**src/rtl/core/assert_macros.svh**
```systemverilog
// Assertion macros shared by the fall detection RTL.
// Depends on nothing; included by the modules that carry assertions.
`ifndef ASSERT_MACROS_SVH
`define ASSERT_MACROS_SVH

// Same-cycle implication, disabled while reset is asserted.
`define FDT_ASSERT_IMPL(label, clk, rst_n, ante, cons) \
	label: assert property (@(posedge clk) disable iff (!rst_n) (ante) |-> (cons)) \
	else $error("fdt: same-cycle check failed");

// Next-cycle implication, disabled while reset is asserted.
`define FDT_ASSERT_NEXT(label, clk, rst_n, ante, cons) \
	label: assert property (@(posedge clk) disable iff (!rst_n) (ante) |=> (cons)) \
	else $error("fdt: next-cycle check failed");

`endif

```
**src/rtl/core/fdt_pkg.sv**
```systemverilog
// Package for the fall detection trigger: widths, constants, types and scaling helpers.
// Depends on nothing; used by every module of the block.
package fdt_pkg;

	localparam int unsigned SAMPLE_W   = 16;
	localparam int unsigned DIFF_W     = 17;
	localparam int unsigned SQ_W       = 2 * DIFF_W;
	localparam int unsigned SUM_W      = 32;
	localparam int unsigned RAD_A_W    = 39;
	localparam int unsigned RAD_G_W    = 45;
	localparam int unsigned RAD_W      = 46;
	localparam int unsigned ROOT_W     = RAD_W / 2;
	localparam int unsigned REM_W      = ROOT_W + 2;
	localparam int unsigned ITER_W     = $clog2(ROOT_W);
	localparam int unsigned RECIP_W    = 27;
	localparam int unsigned PROD_W     = ROOT_W + RECIP_W;
	localparam int unsigned ACC_W      = 6;
	localparam int unsigned TURN_W     = 9;
	localparam int unsigned CNT_W      = 4;
	localparam int unsigned PHASE_W    = 3;
	localparam int unsigned CFG_IDX_W  = 3;
	localparam int unsigned CFG_DATA_W = 9;
	localparam int unsigned NUM_AXES   = 6;
	localparam int unsigned ACC_AXES   = 3;
	localparam int unsigned AXIS_W     = $clog2(NUM_AXES);
	localparam int unsigned QDEPTH     = 2;
	localparam int unsigned QPTR_W     = (QDEPTH > 1) ? $clog2(QDEPTH) : 1;
	localparam int unsigned QCNT_W     = $clog2(QDEPTH + 1);

	// Accel level is the root shifted down; turn level is the root times a
	// rounded-up reciprocal of 13107, shifted down.
	localparam int unsigned ACC_SHIFT  = 14;
	localparam int unsigned TURN_SHIFT = 40;

	typedef logic signed [DIFF_W-1:0] diff_t;
	typedef logic signed [SQ_W-1:0]   sq_t;
	typedef logic [SUM_W-1:0]         sum_t;
	typedef logic [RAD_A_W-1:0]       rad_a_t;
	typedef logic [RAD_G_W-1:0]       rad_g_t;
	typedef logic [RAD_W-1:0]         rad_t;
	typedef logic [ROOT_W-1:0]        root_t;
	typedef logic [REM_W-1:0]         rem_t;
	typedef logic [ITER_W-1:0]        iter_t;
	typedef logic [RECIP_W-1:0]       recip_t;
	typedef logic [PROD_W-1:0]        prod_t;
	typedef logic [ACC_W-1:0]         acc_lvl_t;
	typedef logic [TURN_W-1:0]        turn_lvl_t;
	typedef logic [CNT_W-1:0]         cnt_t;
	typedef logic [AXIS_W-1:0]        axis_t;
	typedef logic [QPTR_W-1:0]        qptr_t;
	typedef logic [QCNT_W-1:0]        qcnt_t;

	localparam diff_t OFS_AX = -diff_t'(2050);
	localparam diff_t OFS_AY = -diff_t'(77);
	localparam diff_t OFS_AZ = -diff_t'(1947);
	localparam diff_t OFS_GX = diff_t'(270);
	localparam diff_t OFS_GY = -diff_t'(351);
	localparam diff_t OFS_GZ = diff_t'(136);

	localparam recip_t TURN_RECIP = recip_t'(83887361);
	localparam iter_t  ROOT_LAST  = iter_t'(ROOT_W - 1);
	localparam axis_t  AXIS_LAST  = axis_t'(NUM_AXES - 1);
	localparam axis_t  AXIS_GYRO  = axis_t'(ACC_AXES);
	localparam qptr_t  QPTR_LAST  = qptr_t'(QDEPTH - 1);
	localparam qcnt_t  QCNT_FULL  = qcnt_t'(QDEPTH);

	typedef enum logic [PHASE_W-1:0] {
		PH_IDLE   = 3'd0,
		PH_FREE   = 3'd1,
		PH_IMPACT = 3'd2,
		PH_SETTLE = 3'd3,
		PH_FALL   = 3'd4
	} phase_t;

	typedef enum logic [1:0] {
		FR_IDLE,
		FR_SQUARE,
		FR_PUSH
	} front_state_t;

	typedef enum logic [1:0] {
		BK_IDLE,
		BK_ROOT,
		BK_SCALE,
		BK_STEP
	} back_state_t;

	typedef enum logic [CFG_IDX_W-1:0] {
		CFG_ACC_LOW    = 3'd0,
		CFG_ACC_HIGH   = 3'd1,
		CFG_TURN_MIN   = 3'd2,
		CFG_TURN_MAX   = 3'd3,
		CFG_STILL_MAX  = 3'd4,
		CFG_IMPACT_WIN = 3'd5,
		CFG_TURN_WIN   = 3'd6,
		CFG_SETTLE     = 3'd7
	} cfg_idx_t;

	typedef struct packed {
		acc_lvl_t  acc_low_level;
		acc_lvl_t  acc_high_level;
		turn_lvl_t turn_min;
		turn_lvl_t turn_max;
		turn_lvl_t still_max;
		cnt_t      impact_window;
		cnt_t      turn_window;
		cnt_t      settle_wait;
	} cfg_t;

	typedef struct packed {
		rad_a_t rad_a;
		rad_g_t rad_g;
	} job_t;

	typedef struct packed {
		logic valid;
		job_t job;
	} xfer_t;

	// Multiply by 100 with shifts and adds.
	function automatic rad_a_t scale_acc(input sum_t s);
		rad_a_t w;
		begin
			w = rad_a_t'(s);
			return (w << 6) + (w << 5) + (w << 2);
		end
	endfunction

	// Multiply by 10000 with shifts and adds.
	function automatic rad_g_t scale_turn(input sum_t s);
		rad_g_t w;
		begin
			w = rad_g_t'(s);
			return (w << 13) + (w << 10) + (w << 9) + (w << 8) + (w << 4);
		end
	endfunction

endpackage

```
**src/rtl/core/fdt_front.sv**
```systemverilog
// Front end: takes a six-axis sample, removes offsets and forms the scaled sums of squares.
// Depends on fdt_pkg; feeds fdt_queue.
module fdt_front (
	input  logic                                 clk,
	input  logic                                 arst_n,
	input  logic                                 in_valid,
	output logic                                 in_ready,
	input  logic signed [fdt_pkg::SAMPLE_W-1:0]  accel_x,
	input  logic signed [fdt_pkg::SAMPLE_W-1:0]  accel_y,
	input  logic signed [fdt_pkg::SAMPLE_W-1:0]  accel_z,
	input  logic signed [fdt_pkg::SAMPLE_W-1:0]  gyro_x,
	input  logic signed [fdt_pkg::SAMPLE_W-1:0]  gyro_y,
	input  logic signed [fdt_pkg::SAMPLE_W-1:0]  gyro_z,
	output fdt_pkg::xfer_t                       push,
	input  logic                                 push_ready
);

	fdt_pkg::front_state_t state_q, state_d;
	fdt_pkg::diff_t        diff_q [fdt_pkg::NUM_AXES];
	fdt_pkg::axis_t        axis_q;
	fdt_pkg::sum_t         sum_a_q, sum_g_q;
	fdt_pkg::sq_t          sq;
	fdt_pkg::sum_t         sq_u;
	logic                  in_xfer;
	logic                  squaring;

	assign in_xfer = in_valid && in_ready;
	assign sq      = fdt_pkg::sq_t'(diff_q[0]) * fdt_pkg::sq_t'(diff_q[0]);
	assign sq_u    = sq[fdt_pkg::SUM_W-1:0];

	always_comb begin
		state_d = state_q;
		case (state_q)
			fdt_pkg::FR_IDLE: begin
				if (in_valid) state_d = fdt_pkg::FR_SQUARE;
			end
			fdt_pkg::FR_SQUARE: begin
				if (axis_q == fdt_pkg::AXIS_LAST) state_d = fdt_pkg::FR_PUSH;
			end
			fdt_pkg::FR_PUSH: begin
				if (push_ready) state_d = fdt_pkg::FR_IDLE;
			end
			default: state_d = fdt_pkg::FR_IDLE;
		endcase
	end

	always_comb begin
		in_ready       = (state_q == fdt_pkg::FR_IDLE);
		squaring       = (state_q == fdt_pkg::FR_SQUARE);
		push.valid     = (state_q == fdt_pkg::FR_PUSH);
		push.job.rad_a = fdt_pkg::scale_acc(sum_a_q);
		push.job.rad_g = fdt_pkg::scale_turn(sum_g_q);
	end

	always_ff @(posedge clk or negedge arst_n) begin
		if (!arst_n) begin
			state_q <= fdt_pkg::FR_IDLE;
		end else begin
			state_q <= state_d;
		end
	end

	always_ff @(posedge clk) begin
		if (in_xfer) begin
			diff_q[0] <= fdt_pkg::diff_t'(accel_x) + fdt_pkg::OFS_AX;
			diff_q[1] <= fdt_pkg::diff_t'(accel_y) + fdt_pkg::OFS_AY;
			diff_q[2] <= fdt_pkg::diff_t'(accel_z) + fdt_pkg::OFS_AZ;
			diff_q[3] <= fdt_pkg::diff_t'(gyro_x) + fdt_pkg::OFS_GX;
			diff_q[4] <= fdt_pkg::diff_t'(gyro_y) + fdt_pkg::OFS_GY;
			diff_q[5] <= fdt_pkg::diff_t'(gyro_z) + fdt_pkg::OFS_GZ;
			axis_q    <= '0;
			sum_a_q   <= '0;
			sum_g_q   <= '0;
		end else if (squaring) begin
			for (int i = 0; i < fdt_pkg::NUM_AXES - 1; i++) begin
				diff_q[i] <= diff_q[i+1];
			end
			axis_q <= axis_q + fdt_pkg::axis_t'(1);
			if (axis_q < fdt_pkg::AXIS_GYRO) begin
				sum_a_q <= sum_a_q + sq_u;
			end else begin
				sum_g_q <= sum_g_q + sq_u;
			end
		end
	end

endmodule

```
**src/rtl/core/fdt_queue.sv**
```systemverilog
// Short queue between the front end and the back end, holding scaled radicands.
// Depends on fdt_pkg.
module fdt_queue (
	input  logic           clk,
	input  logic           arst_n,
	input  fdt_pkg::xfer_t push,
	output logic           push_ready,
	output fdt_pkg::xfer_t pop,
	input  logic           pop_ready
);

	fdt_pkg::job_t  mem_q [fdt_pkg::QDEPTH];
	fdt_pkg::qptr_t wr_q, rd_q;
	fdt_pkg::qcnt_t cnt_q;
	logic           do_push, do_pop;

	assign push_ready = (cnt_q != fdt_pkg::QCNT_FULL);
	assign pop.valid  = (cnt_q != '0);
	assign pop.job    = mem_q[rd_q];
	assign do_push    = push.valid && push_ready;
	assign do_pop     = pop.valid && pop_ready;

	always_ff @(posedge clk or negedge arst_n) begin
		if (!arst_n) begin
			wr_q  <= '0;
			rd_q  <= '0;
			cnt_q <= '0;
		end else begin
			if (do_push) begin
				wr_q <= (wr_q == fdt_pkg::QPTR_LAST) ? '0 : wr_q + fdt_pkg::qptr_t'(1);
			end
			if (do_pop) begin
				rd_q <= (rd_q == fdt_pkg::QPTR_LAST) ? '0 : rd_q + fdt_pkg::qptr_t'(1);
			end
			if (do_push && !do_pop) begin
				cnt_q <= cnt_q + fdt_pkg::qcnt_t'(1);
			end else if (do_pop && !do_push) begin
				cnt_q <= cnt_q - fdt_pkg::qcnt_t'(1);
			end
		end
	end

	always_ff @(posedge clk) begin
		if (do_push) begin
			mem_q[wr_q] <= push.job;
		end
	end

endmodule

```
**src/rtl/core/fdt_back.sv**
```systemverilog
// Back end: bit-serial square roots, level scaling, the five-phase fall machine
// and the result register. Depends on fdt_pkg and assert_macros.svh.
`include "assert_macros.svh"

module fdt_back (
	input  logic                            clk,
	input  logic                            arst_n,
	input  fdt_pkg::xfer_t                  job_in,
	output logic                            job_ready,
	input  fdt_pkg::cfg_t                   cfg,
	output logic                            out_valid,
	input  logic                            out_ready,
	output logic                            fall_alert,
	output logic [fdt_pkg::PHASE_W-1:0]     phase,
	output logic [fdt_pkg::ACC_W-1:0]       accel_level,
	output logic [fdt_pkg::TURN_W-1:0]      turn_level
);

	typedef struct packed {
		fdt_pkg::rad_t  rad;
		fdt_pkg::rem_t  rem;
		fdt_pkg::root_t root;
	} root_state_t;

	// One restoring step: bring down two radicand bits and try a one bit.
	function automatic root_state_t root_step(input root_state_t s);
		fdt_pkg::rem_t rem_sh;
		fdt_pkg::rem_t trial;
		logic          ge;
		root_state_t   r;
		begin
			rem_sh = {s.rem[fdt_pkg::REM_W-3:0], s.rad[fdt_pkg::RAD_W-1 -: 2]};
			trial  = {s.root, 2'b01};
			ge     = (rem_sh >= trial);
			r.rad  = s.rad << 2;
			r.rem  = ge ? rem_sh - trial : rem_sh;
			r.root = {s.root[fdt_pkg::ROOT_W-2:0], ge};
			return r;
		end
	endfunction

	fdt_pkg::back_state_t bstate_q, bstate_d;
	root_state_t          ra_q, rg_q, ra_d, rg_d;
	fdt_pkg::iter_t       iter_q;
	fdt_pkg::prod_t       turn_prod_q, turn_prod_d;
	fdt_pkg::phase_t      phase_q, phase_d;
	fdt_pkg::cnt_t        cnt_q, cnt_d, cnt_inc;
	fdt_pkg::acc_lvl_t    acc_lvl;
	fdt_pkg::turn_lvl_t   turn_lvl;
	logic                 alert_d;
	logic                 job_take, rooting, scaling, step_fire;
	logic                 out_valid_q, alert_q;
	fdt_pkg::phase_t      phase_out_q;
	fdt_pkg::acc_lvl_t    acc_out_q;
	fdt_pkg::turn_lvl_t   turn_out_q;

	assign ra_d        = root_step(ra_q);
	assign rg_d        = root_step(rg_q);
	assign turn_prod_d = fdt_pkg::prod_t'(rg_q.root) * fdt_pkg::prod_t'(fdt_pkg::TURN_RECIP);
	assign acc_lvl     = ra_q.root[fdt_pkg::ACC_SHIFT +: fdt_pkg::ACC_W];
	assign turn_lvl    = turn_prod_q[fdt_pkg::TURN_SHIFT +: fdt_pkg::TURN_W];
	assign cnt_inc     = cnt_q + fdt_pkg::cnt_t'(1);

	always_comb begin
		bstate_d = bstate_q;
		case (bstate_q)
			fdt_pkg::BK_IDLE: begin
				if (job_in.valid) bstate_d = fdt_pkg::BK_ROOT;
			end
			fdt_pkg::BK_ROOT: begin
				if (iter_q == fdt_pkg::ROOT_LAST) bstate_d = fdt_pkg::BK_SCALE;
			end
			fdt_pkg::BK_SCALE: begin
				bstate_d = fdt_pkg::BK_STEP;
			end
			fdt_pkg::BK_STEP: begin
				if (!out_valid_q || out_ready) bstate_d = fdt_pkg::BK_IDLE;
			end
			default: bstate_d = fdt_pkg::BK_IDLE;
		endcase
	end

	always_comb begin
		job_ready = (bstate_q == fdt_pkg::BK_IDLE);
		job_take  = job_ready && job_in.valid;
		rooting   = (bstate_q == fdt_pkg::BK_ROOT);
		scaling   = (bstate_q == fdt_pkg::BK_SCALE);
		step_fire = (bstate_q == fdt_pkg::BK_STEP) && (!out_valid_q || out_ready);
	end

	always_comb begin
		phase_d = phase_q;
		cnt_d   = cnt_q;
		case (phase_q)
			fdt_pkg::PH_IDLE: begin
				if (acc_lvl <= cfg.acc_low_level) phase_d = fdt_pkg::PH_FREE;
			end
			fdt_pkg::PH_FREE: begin
				cnt_d = cnt_inc;
				if (acc_lvl >= cfg.acc_high_level) begin
					cnt_d   = '0;
					phase_d = fdt_pkg::PH_IMPACT;
				end
				if (cnt_d >= cfg.impact_window) begin
					cnt_d   = '0;
					phase_d = fdt_pkg::PH_IDLE;
				end
			end
			fdt_pkg::PH_IMPACT: begin
				cnt_d = cnt_inc;
				if (turn_lvl >= cfg.turn_min && turn_lvl <= cfg.turn_max) begin
					cnt_d   = '0;
					phase_d = fdt_pkg::PH_SETTLE;
				end
				if (cnt_d >= cfg.turn_window) begin
					cnt_d   = '0;
					phase_d = fdt_pkg::PH_IDLE;
				end
			end
			fdt_pkg::PH_SETTLE: begin
				cnt_d = cnt_inc;
				if (cnt_inc >= cfg.settle_wait) begin
					cnt_d   = '0;
					phase_d = (turn_lvl <= cfg.still_max) ? fdt_pkg::PH_FALL : fdt_pkg::PH_IDLE;
				end
			end
			fdt_pkg::PH_FALL: begin
				cnt_d   = '0;
				phase_d = fdt_pkg::PH_IDLE;
			end
			default: begin
				cnt_d   = '0;
				phase_d = fdt_pkg::PH_IDLE;
			end
		endcase
	end

	always_comb begin
		alert_d = (phase_q == fdt_pkg::PH_FALL);
	end

	always_ff @(posedge clk or negedge arst_n) begin
		if (!arst_n) begin
			bstate_q    <= fdt_pkg::BK_IDLE;
			iter_q      <= '0;
			phase_q     <= fdt_pkg::PH_IDLE;
			cnt_q       <= '0;
			out_valid_q <= 1'b0;
		end else begin
			bstate_q <= bstate_d;
			if (job_take) begin
				iter_q <= '0;
			end else if (rooting) begin
				iter_q <= iter_q + fdt_pkg::iter_t'(1);
			end
			if (step_fire) begin
				phase_q     <= phase_d;
				cnt_q       <= cnt_d;
				out_valid_q <= 1'b1;
			end else if (out_ready) begin
				out_valid_q <= 1'b0;
			end
		end
	end

	always_ff @(posedge clk) begin
		if (job_take) begin
			ra_q.rad  <= fdt_pkg::rad_t'(job_in.job.rad_a);
			ra_q.rem  <= '0;
			ra_q.root <= '0;
			rg_q.rad  <= fdt_pkg::rad_t'(job_in.job.rad_g);
			rg_q.rem  <= '0;
			rg_q.root <= '0;
		end else if (rooting) begin
			ra_q <= ra_d;
			rg_q <= rg_d;
		end
		if (scaling) begin
			turn_prod_q <= turn_prod_d;
		end
		if (step_fire) begin
			alert_q     <= alert_d;
			phase_out_q <= phase_d;
			acc_out_q   <= acc_lvl;
			turn_out_q  <= turn_lvl;
		end
	end

	assign out_valid   = out_valid_q;
	assign fall_alert  = alert_q;
	assign phase       = phase_out_q;
	assign accel_level = acc_out_q;
	assign turn_level  = turn_out_q;

	`FDT_ASSERT_IMPL(a_cnt_clear_idle, clk, arst_n, (phase_q == fdt_pkg::PH_IDLE || phase_q == fdt_pkg::PH_FALL), (cnt_q == '0))
	`FDT_ASSERT_IMPL(a_iter_range, clk, arst_n, (bstate_q == fdt_pkg::BK_ROOT), (iter_q <= fdt_pkg::ROOT_LAST))
	`FDT_ASSERT_IMPL(a_alert_idle, clk, arst_n, (out_valid_q && alert_q), (phase_out_q == fdt_pkg::PH_IDLE))
	`FDT_ASSERT_NEXT(a_take_roots, clk, arst_n, (job_take), (bstate_q == fdt_pkg::BK_ROOT && iter_q == '0))

endmodule

```
**src/rtl/core/fall_detection_trigger_fsm.sv**
```systemverilog
// Top level of the fall detection trigger: configuration registers and the
// front end, queue and back end. Depends on fdt_pkg, fdt_front, fdt_queue, fdt_back.
//
//   Channel  Handshake            Payload
//   in       in_valid/in_ready    accel_x..z, gyro_x..z (16 bit signed)
//   out      out_valid/out_ready  fall_alert, phase, accel_level, turn_level
//   cfg      cfg_valid/cfg_ready  cfg_index (3 bit), cfg_data (9 bit)
//
// A sample occupies the front end for the accept, one squaring step per axis and the
// queue transfer, and the back end for the queue transfer, 23 square root steps, one
// multiply and one result step. The bit-serial root limits the sustained rate, as the
// back end takes a new job only once it has registered the result of the last one.
// Reset clears the phase, the tick count and the queue and loads the register
// defaults; no clearing pass is needed. A two-entry queue lets the front end take
// samples while the back end is busy or its held result is not yet taken.
module fall_detection_trigger_fsm (
	input  logic                                 clk,
	input  logic                                 arst_n,
	input  logic                                 in_valid,
	output logic                                 in_ready,
	input  logic signed [fdt_pkg::SAMPLE_W-1:0]  accel_x,
	input  logic signed [fdt_pkg::SAMPLE_W-1:0]  accel_y,
	input  logic signed [fdt_pkg::SAMPLE_W-1:0]  accel_z,
	input  logic signed [fdt_pkg::SAMPLE_W-1:0]  gyro_x,
	input  logic signed [fdt_pkg::SAMPLE_W-1:0]  gyro_y,
	input  logic signed [fdt_pkg::SAMPLE_W-1:0]  gyro_z,
	output logic                                 out_valid,
	input  logic                                 out_ready,
	output logic                                 fall_alert,
	output logic [fdt_pkg::PHASE_W-1:0]          phase,
	output logic [fdt_pkg::ACC_W-1:0]            accel_level,
	output logic [fdt_pkg::TURN_W-1:0]           turn_level,
	input  logic                                 cfg_valid,
	output logic                                 cfg_ready,
	input  logic [fdt_pkg::CFG_IDX_W-1:0]        cfg_index,
	input  logic [fdt_pkg::CFG_DATA_W-1:0]       cfg_data
);

	fdt_pkg::cfg_t  cfg_q;
	fdt_pkg::xfer_t push, pop;
	logic           push_ready, pop_ready;
	logic           cfg_xfer;

	assign cfg_ready = 1'b1;
	assign cfg_xfer  = cfg_valid && cfg_ready;

	always_ff @(posedge clk or negedge arst_n) begin
		if (!arst_n) begin
			cfg_q.acc_low_level  <= fdt_pkg::acc_lvl_t'(2);
			cfg_q.acc_high_level <= fdt_pkg::acc_lvl_t'(12);
			cfg_q.turn_min       <= fdt_pkg::turn_lvl_t'(30);
			cfg_q.turn_max       <= fdt_pkg::turn_lvl_t'(400);
			cfg_q.still_max      <= fdt_pkg::turn_lvl_t'(10);
			cfg_q.impact_window  <= fdt_pkg::cnt_t'(6);
			cfg_q.turn_window    <= fdt_pkg::cnt_t'(6);
			cfg_q.settle_wait    <= fdt_pkg::cnt_t'(10);
		end else if (cfg_xfer) begin
			case (fdt_pkg::cfg_idx_t'(cfg_index))
				fdt_pkg::CFG_ACC_LOW:    cfg_q.acc_low_level  <= cfg_data[fdt_pkg::ACC_W-1:0];
				fdt_pkg::CFG_ACC_HIGH:   cfg_q.acc_high_level <= cfg_data[fdt_pkg::ACC_W-1:0];
				fdt_pkg::CFG_TURN_MIN:   cfg_q.turn_min       <= cfg_data[fdt_pkg::TURN_W-1:0];
				fdt_pkg::CFG_TURN_MAX:   cfg_q.turn_max       <= cfg_data[fdt_pkg::TURN_W-1:0];
				fdt_pkg::CFG_STILL_MAX:  cfg_q.still_max      <= cfg_data[fdt_pkg::TURN_W-1:0];
				fdt_pkg::CFG_IMPACT_WIN: cfg_q.impact_window  <= cfg_data[fdt_pkg::CNT_W-1:0];
				fdt_pkg::CFG_TURN_WIN:   cfg_q.turn_window    <= cfg_data[fdt_pkg::CNT_W-1:0];
				fdt_pkg::CFG_SETTLE:     cfg_q.settle_wait    <= cfg_data[fdt_pkg::CNT_W-1:0];
				default: cfg_q <= cfg_q;
			endcase
		end
	end

	fdt_front u_front (
		.clk        (clk),
		.arst_n     (arst_n),
		.in_valid   (in_valid),
		.in_ready   (in_ready),
		.accel_x    (accel_x),
		.accel_y    (accel_y),
		.accel_z    (accel_z),
		.gyro_x     (gyro_x),
		.gyro_y     (gyro_y),
		.gyro_z     (gyro_z),
		.push       (push),
		.push_ready (push_ready)
	);

	fdt_queue u_queue (
		.clk        (clk),
		.arst_n     (arst_n),
		.push       (push),
		.push_ready (push_ready),
		.pop        (pop),
		.pop_ready  (pop_ready)
	);

	fdt_back u_back (
		.clk         (clk),
		.arst_n      (arst_n),
		.job_in      (pop),
		.job_ready   (pop_ready),
		.cfg         (cfg_q),
		.out_valid   (out_valid),
		.out_ready   (out_ready),
		.fall_alert  (fall_alert),
		.phase       (phase),
		.accel_level (accel_level),
		.turn_level  (turn_level)
	);

endmodule
```
**config.mk**
```make
export PLATFORM = sky130hd
export DESIGN_NAME = fall_detection_trigger_fsm
export DESIGN_NICKNAME = d
export VERILOG_FILES = /design/src/rtl/core/fdt_pkg.sv /design/src/rtl/core/fdt_front.sv /design/src/rtl/core/fdt_queue.sv /design/src/rtl/core/fdt_back.sv /design/src/rtl/core/fall_detection_trigger_fsm.sv
export VERILOG_INCLUDE_DIRS = /design/src /design/src/rtl/core
export SDC_FILE = /design/constraint.sdc
export NUM_CORES = 2
export LEC_CHECK = 0
export ABC_CLOCK_PERIOD_IN_PS = 10200
export BUFFER_PORTS_ARGS = -buffer_cell sky130_fd_sc_hd__buf_2
export CORE_ASPECT_RATIO = 1.5
export CORE_MARGIN = 3
export CORE_UTILIZATION = 60
export CTS_BUF_LIST = sky130_fd_sc_hd__clkbuf_8
export DETAILED_ROUTE_END_ITERATION = 10
export GPL_ROUTABILITY_DRIVEN = 0
export PLACE_DENSITY = 0.83
export SYNTH_ARGS = -nofsm -noshare
export SYNTH_HDL_FRONTEND = slang
export SYNTH_SLANG_ARGS = --single-unit
```
**constraint.sdc**
```tcl
create_clock -name clk -period 10.2 [get_ports clk]
set_input_delay 0 -clock clk [delete_from_list [all_inputs] [get_ports clk]]
set_output_delay 0 -clock clk [all_outputs]
set_load 0.05 [all_outputs]
```
# Yosys cells after proc, flatten, opt, wreduce, memory -nomap -nowiden
# Memory sizes are Yosys's and may differ from the RTL's.
# Index checks and enable logic that the tools add are counted.
# word_totals
register_bits	395
rom_bits	0
mem_bits_rw	270
latch_bits	0
elab_cells	185
n_memories	2
# classes
shifts	0
bitwise_logic	7
magnitude_cmp	11
n_mux	50
n_div	0
reduce_logical	32
n_eq_ne	25
n_mul	2
n_addsub	23
# mem_list
name	depth	word_bits	read_ports	rd_ports_with_merged_regs	wr	line	text
u_queue.mem_q	2	84	1	0	1	fdt_queue.sv:12	fdt_pkg::job_t mem_q [fdt_pkg::QDEPTH];
u_front.diff_q	6	17	6	0	6	fdt_front.sv:19	fdt_pkg::diff_t diff_q [fdt_pkg::NUM_AXES];
# op_table
operator	count
$mux W93	2
$mux W87	2
$mux W17	5
$add A32 B32 Y32	2
$ge A25 B25 Y1	2
$mux W25	2
$sub A25 B25 Y25	2
$mul A23 B27 Y49 const B	1
$add A45 B36 Y45	1
$add A45 B40 Y45	1
$add A45 B41 Y45	1
$add A45 B42 Y45	1
$add A38 B37 Y39	1
$add A39 B34 Y39	1
$add A16 B10 Y17 const B	2
$mul A17 B17 Y32	1
$mux W4	7
$reduce_and A2 Y1	11
$mux W3	7
$eq A3 B3 Y1 const B	6
$le A9 B9 Y1	2
$add A16 B12 Y17 const B	1
$add A16 B13 Y17 const B	1
$add A16 B8 Y17 const B	1
35 further kinds	87

# Longest topological paths before layout
# logic_depth
ltp_word	7
depth_mapped	34
mapped_depth_nobuf	32

# Hierarchy
# Synthesis repeated with hierarchy kept, for this count alone.
# hier_totals
cells_unflattened	4997
hier_area_um2	50652.3
# by_module_without_submodules
module	area_each_um2	cells_each	instances
fdt_front	25964.9	2839	1
fdt_back	16378.2	1762	1
fdt_queue	6263.5	279	1
fall_detection_trigger_fsm	2045.7	117	1

# Worst setup path after synthesis
# No wires, ideal clock.
# synth_timing
path_type	register to register
start	memory u_front.diff_q[0][2] (netlist bit)
end	register u_front.sum_a_q[30]
t_arrival_ns	7.845
n_path_buf	2
path_stages_with_launch	32
t_required_ns	10.126
setup_time_ns	0.074
path_slack_ns	2.281
cell_sequence	edfxtp_1 -> clkbuf_1 -> clkbuf_1 -> nand2_1 -> fa_1 -> fa_1 -> inv_1 -> ha_1 -> fa_1 -> fa_1 -> inv_1 -> fa_1 -> inv_1 -> ha_1 -> nor3_1 -> o2111ai_1 -> a221oi_1 -> o21ai_0 -> a21o_1 -> a41o_1 -> a211oi_1 -> nor3_1 -> ha_1 -> and3_1 -> nand4_1 -> nor3_1 -> nand3_1 -> nand4_1 -> a41o_1 -> a21oi_1 -> or4b_2 -> a31oi_1
# synth_lines
element	line	text
start, declared	fdt_front.sv:19	
end signal, assigned	fdt_front.sv:80	sum_a_q <= sum_a_q + sq_u;
end, declared	fdt_front.sv:21	fdt_pkg::sum_t sum_a_q, sum_g_q;

==> out/results.txt <==
CTS tree: built
Setup CP Type: reg -> reg
Fin. Hold Viols: 0
Top FF cell, synth: edfxtp_1
hold path depth: 3
Yosys reg bits: 603
Starting Density: 60.8%
detailed placer's ending HPWL: 85.6 mm
final setup vio count: 0
Worst EP arrival: 9.62 ns
worst reg2reg path depth: 29
Clock transition at path regs: 0.07 ns
worst hold path type: in -> reg
Layout area overhead: 11.0%
TNS Setup: 0 ns
post-synthesis cell count: 4960
Async S/R FF share, synth: 11.9%
port buffer count: 133
final worst path period need: 9.00 ns
WL per Instance: 19.2 um
Pins Over Slew Limit: 0
Slew HR: 12.2%
Core Rows: 128
final clock skew: 0.0424 ns
CP startpoint kind: flop
total track usage: 28.7%
Max Buffers Root-to-Sink: 3
Slew @ Worst Pin: 1.31 ns
final WL: 122 mm
Post-Syn Nets: 5983
Worst path most repeated cell: fa_1
Clk Latency, worst-skew pair: 0.73 ns
drt pass-1 iters: 9
Iter 0 DRT Violations: 2771
CP max stage delay: 0.86 ns
Post-Syn Area: 49500 um2
unrepaired setup endpoints after global routing: no
# fillers: 5739
layout cells sized above 1: 6.96%
Reg2Reg Capture Point: u_front.sum_a_q[30]
core area: 81500 um2
Syn Area/Cell: 9.99 um2
Multi-input gate area: 30700 um2
Final period util: 88.3%
post-synthesis sequential area ratio: 32.5%
YS warnings: 0
R2R setup slack: 1.20 ns
Worst Min Path Start: gyro_z[3]
number of synthesized flops with an enable pin: 364
f_max: 111 MHz
grt ovf: 0
Hold EP: u_front.diff_q[0][88]
H-Tree Depth: 3
initial antenna violation count: 5
largest net degree at the start of global routing: 102
maxcap violations: 0
Clock Sinks: 603
I/O Pins: 135
die area: 86100 um2
vias in the first global route: 41000
width of the die: 241 um
first-pass GRT wire length: 198 mm
post-CTS setup buffer count: 0
Die Y: 358 um
via count: 38500
Unique masters post-synth: 87
Root Buffer: clkbuf_8
CP max-delay cell: edfxtp_1
DRC: 0
drt via density: 6.05
crit path capture type: flop
Worst Path Max Fanout: 18
Worst Setup SP: u_front.diff_q[0][7]
post-route ant nets: 0
Worst Path Required: 10.82 ns
Crit Reg-Reg Startpoint: u_front.diff_q[0][7]
CTS buffer count: 92
status: finished, final reports clean
NumNets Final: 6272
register area: 16100 um2
[placed cells by master, fill, tap and decap left out, types with 49 or more instances in the layout]
cell and instances:
inv_1 629, ha_1 513, nand2_1 408, fa_1 396
edfxtp_1 364, nor2_1 312, o21ai_0 281, a21oi_1 270
dlygate4sd3_1 193, xnor2_1 168, dfxtp_1 167, nand3_1 157
mux2i_1 157, buf_2 132, a21o_1 103, clkbuf_8 98
xor2_1 88, nor3_1 68, and2_1 67, dfrtp_1 53
nor2b_1 49
[routing by layer]
layer	global-route usage (%)	vias up	routed length, um
li1	-	17700	-
met1	29.4	18600	42500
met4	18.9	0	8890
met5	0	-	0
met3	4.68	610	6760
met2	53.3	1600	64000
[flip-flops by register name, indices dropped and copies added, names as in the netlist, 2 cells and up]
| signal | count |
|---|---|
| u_queue.mem_q | 156 |
| u_front.diff_q | 102 |
| u_back.rg_d | 62 |
| u_back.ra_d | 58 |
| cfg_q | 51 |
| u_front.sum_a_q | 32 |
| u_front.sum_g_q | 32 |
| u_back.ra_q | 26 |
| u_back.rg_q | 26 |
| u_back.turn_level | 9 |
| u_back.turn_prod_q | 9 |
| u_back.acc_lvl | 6 |
| u_back.accel_level | 6 |
| u_back.iter_q | 5 |
| u_back.cnt_q | 4 |
| u_back.phase | 3 |
| u_back.phase_q | 3 |
| u_front.axis_q | 3 |
| u_back.bstate_q | 2 |
| u_front.state_q | 2 |
| u_queue.cnt_q | 2 |
[stage by stage]
| step | setup slack [ns] | utilization [%] | cell area (um2) | hold slack (ns) | std cells |
|---|---|---|---|---|---|
| floorplan | 2.28 | - | 49500 | -0.296 | 4960 |
| global placement | 1.76 | 62.7 | 51100 | 0.176 | 6001 |
| detailed placement | 1.41 | 62.7 | 51100 | 0.178 | 6001 |
| CTS | 1.37 | 67.5 | 55000 | 0.0384 | 6369 |
| global route | 0.792 | 67.5 | 55000 | 0.107 | 6374 |
| finish | 1.20 | 67.5 | 55000 | 0.131 | 6374 |
[cells by family after synthesis]
group	synth area share, %
flops	32.5
buf+inv	5.74
fa+ha+maj	29.0
other cells	0.00757
xor+xnor	4.53
simple gates	12.4
compound gates	12.1
mux	3.81
[synthesized netlist by cell type (7+ instances only)]
cell,count,area share (%)
a21boi_0,7,0.11
a211oi_1,45,0.68
inv_1,602,4.6
buf_1,17,0.13
a31o_2,8,0.14
and2_1,68,0.86
and4_1,7,0.12
dfxtp_1,167,6.7
nor4_1,13,0.16
nand2b_1,49,0.62
nor2_1,315,2.4
edfxtp_1,364,22
or2_2,17,0.21
ha_1,514,13
o31ai_1,16,0.24
a31oi_1,27,0.34
clkbuf_1,125,0.95
nand3_1,157,1.6
nand4_1,33,0.42
nor2b_1,51,0.64
o21a_1,44,0.67
xor2_1,88,1.6
dfstp_2,18,0.95
nor3b_1,10,0.15
nand3b_1,14,0.21
o211ai_1,22,0.33
mux2i_1,157,3.2
or3_1,27,0.34
xnor2_1,168,3.0
a211o_1,7,0.12
nand2_1,409,3.1
nor4b_1,8,0.14
a41oi_1,7,0.12
fa_1,396,16
a21o_1,103,1.6
o21bai_1,19,0.29
a311oi_1,15,0.27
a21oi_1,270,2.7
nand4b_1,10,0.18
and3_1,27,0.34
dfrtp_1,54,2.7
o21ai_0,281,2.8
mux2_2,28,0.64
nor3_1,68,0.69
[critical path, delay by kind of cell (launching register included)]
kind,cells,cell delay [ns]
simple gates,9,2.02
flops,1,0.86
fa+ha+maj,8,3.48
compound gates,9,2.40
buf+inv,3,0.14
[worst max-delay path by stage]
stage,cells after the start,to
floorplan,31,u_front.sum_a_q[30]
global placement,29,u_front.sum_a_q[30]
detailed placement,29,u_front.sum_a_q[30]
CTS,29,u_front.sum_a_q[30]
global route,29,u_front.sum_a_q[30]
finish,29,u_front.sum_a_q[30]
[area by class of cell]
class                           instances  share of cell area [%]
Clock buffer                           98                    2.45
Antenna cell                            5                  0.0227
Multi-Input combinational cell       3604                    55.7
Inverter                              603                    4.12
Sequential cell                       603                    29.3
Timing Repair Buffer                  345                    5.02
Tap cell                             1040                    2.37
Clock inverter                         76                   0.996
[what timing repair did]
action	4_1_cts	5_1_grt
hold buffers	194	0
endpoints found under the setup margin	0	0
gates resized for setup	0	0
endpoints found under the hold margin	230	0
Power is left out: the tool's default activity adds up to more than one toggle a clock period on the data nets, which glitch-free logic cannot reach.
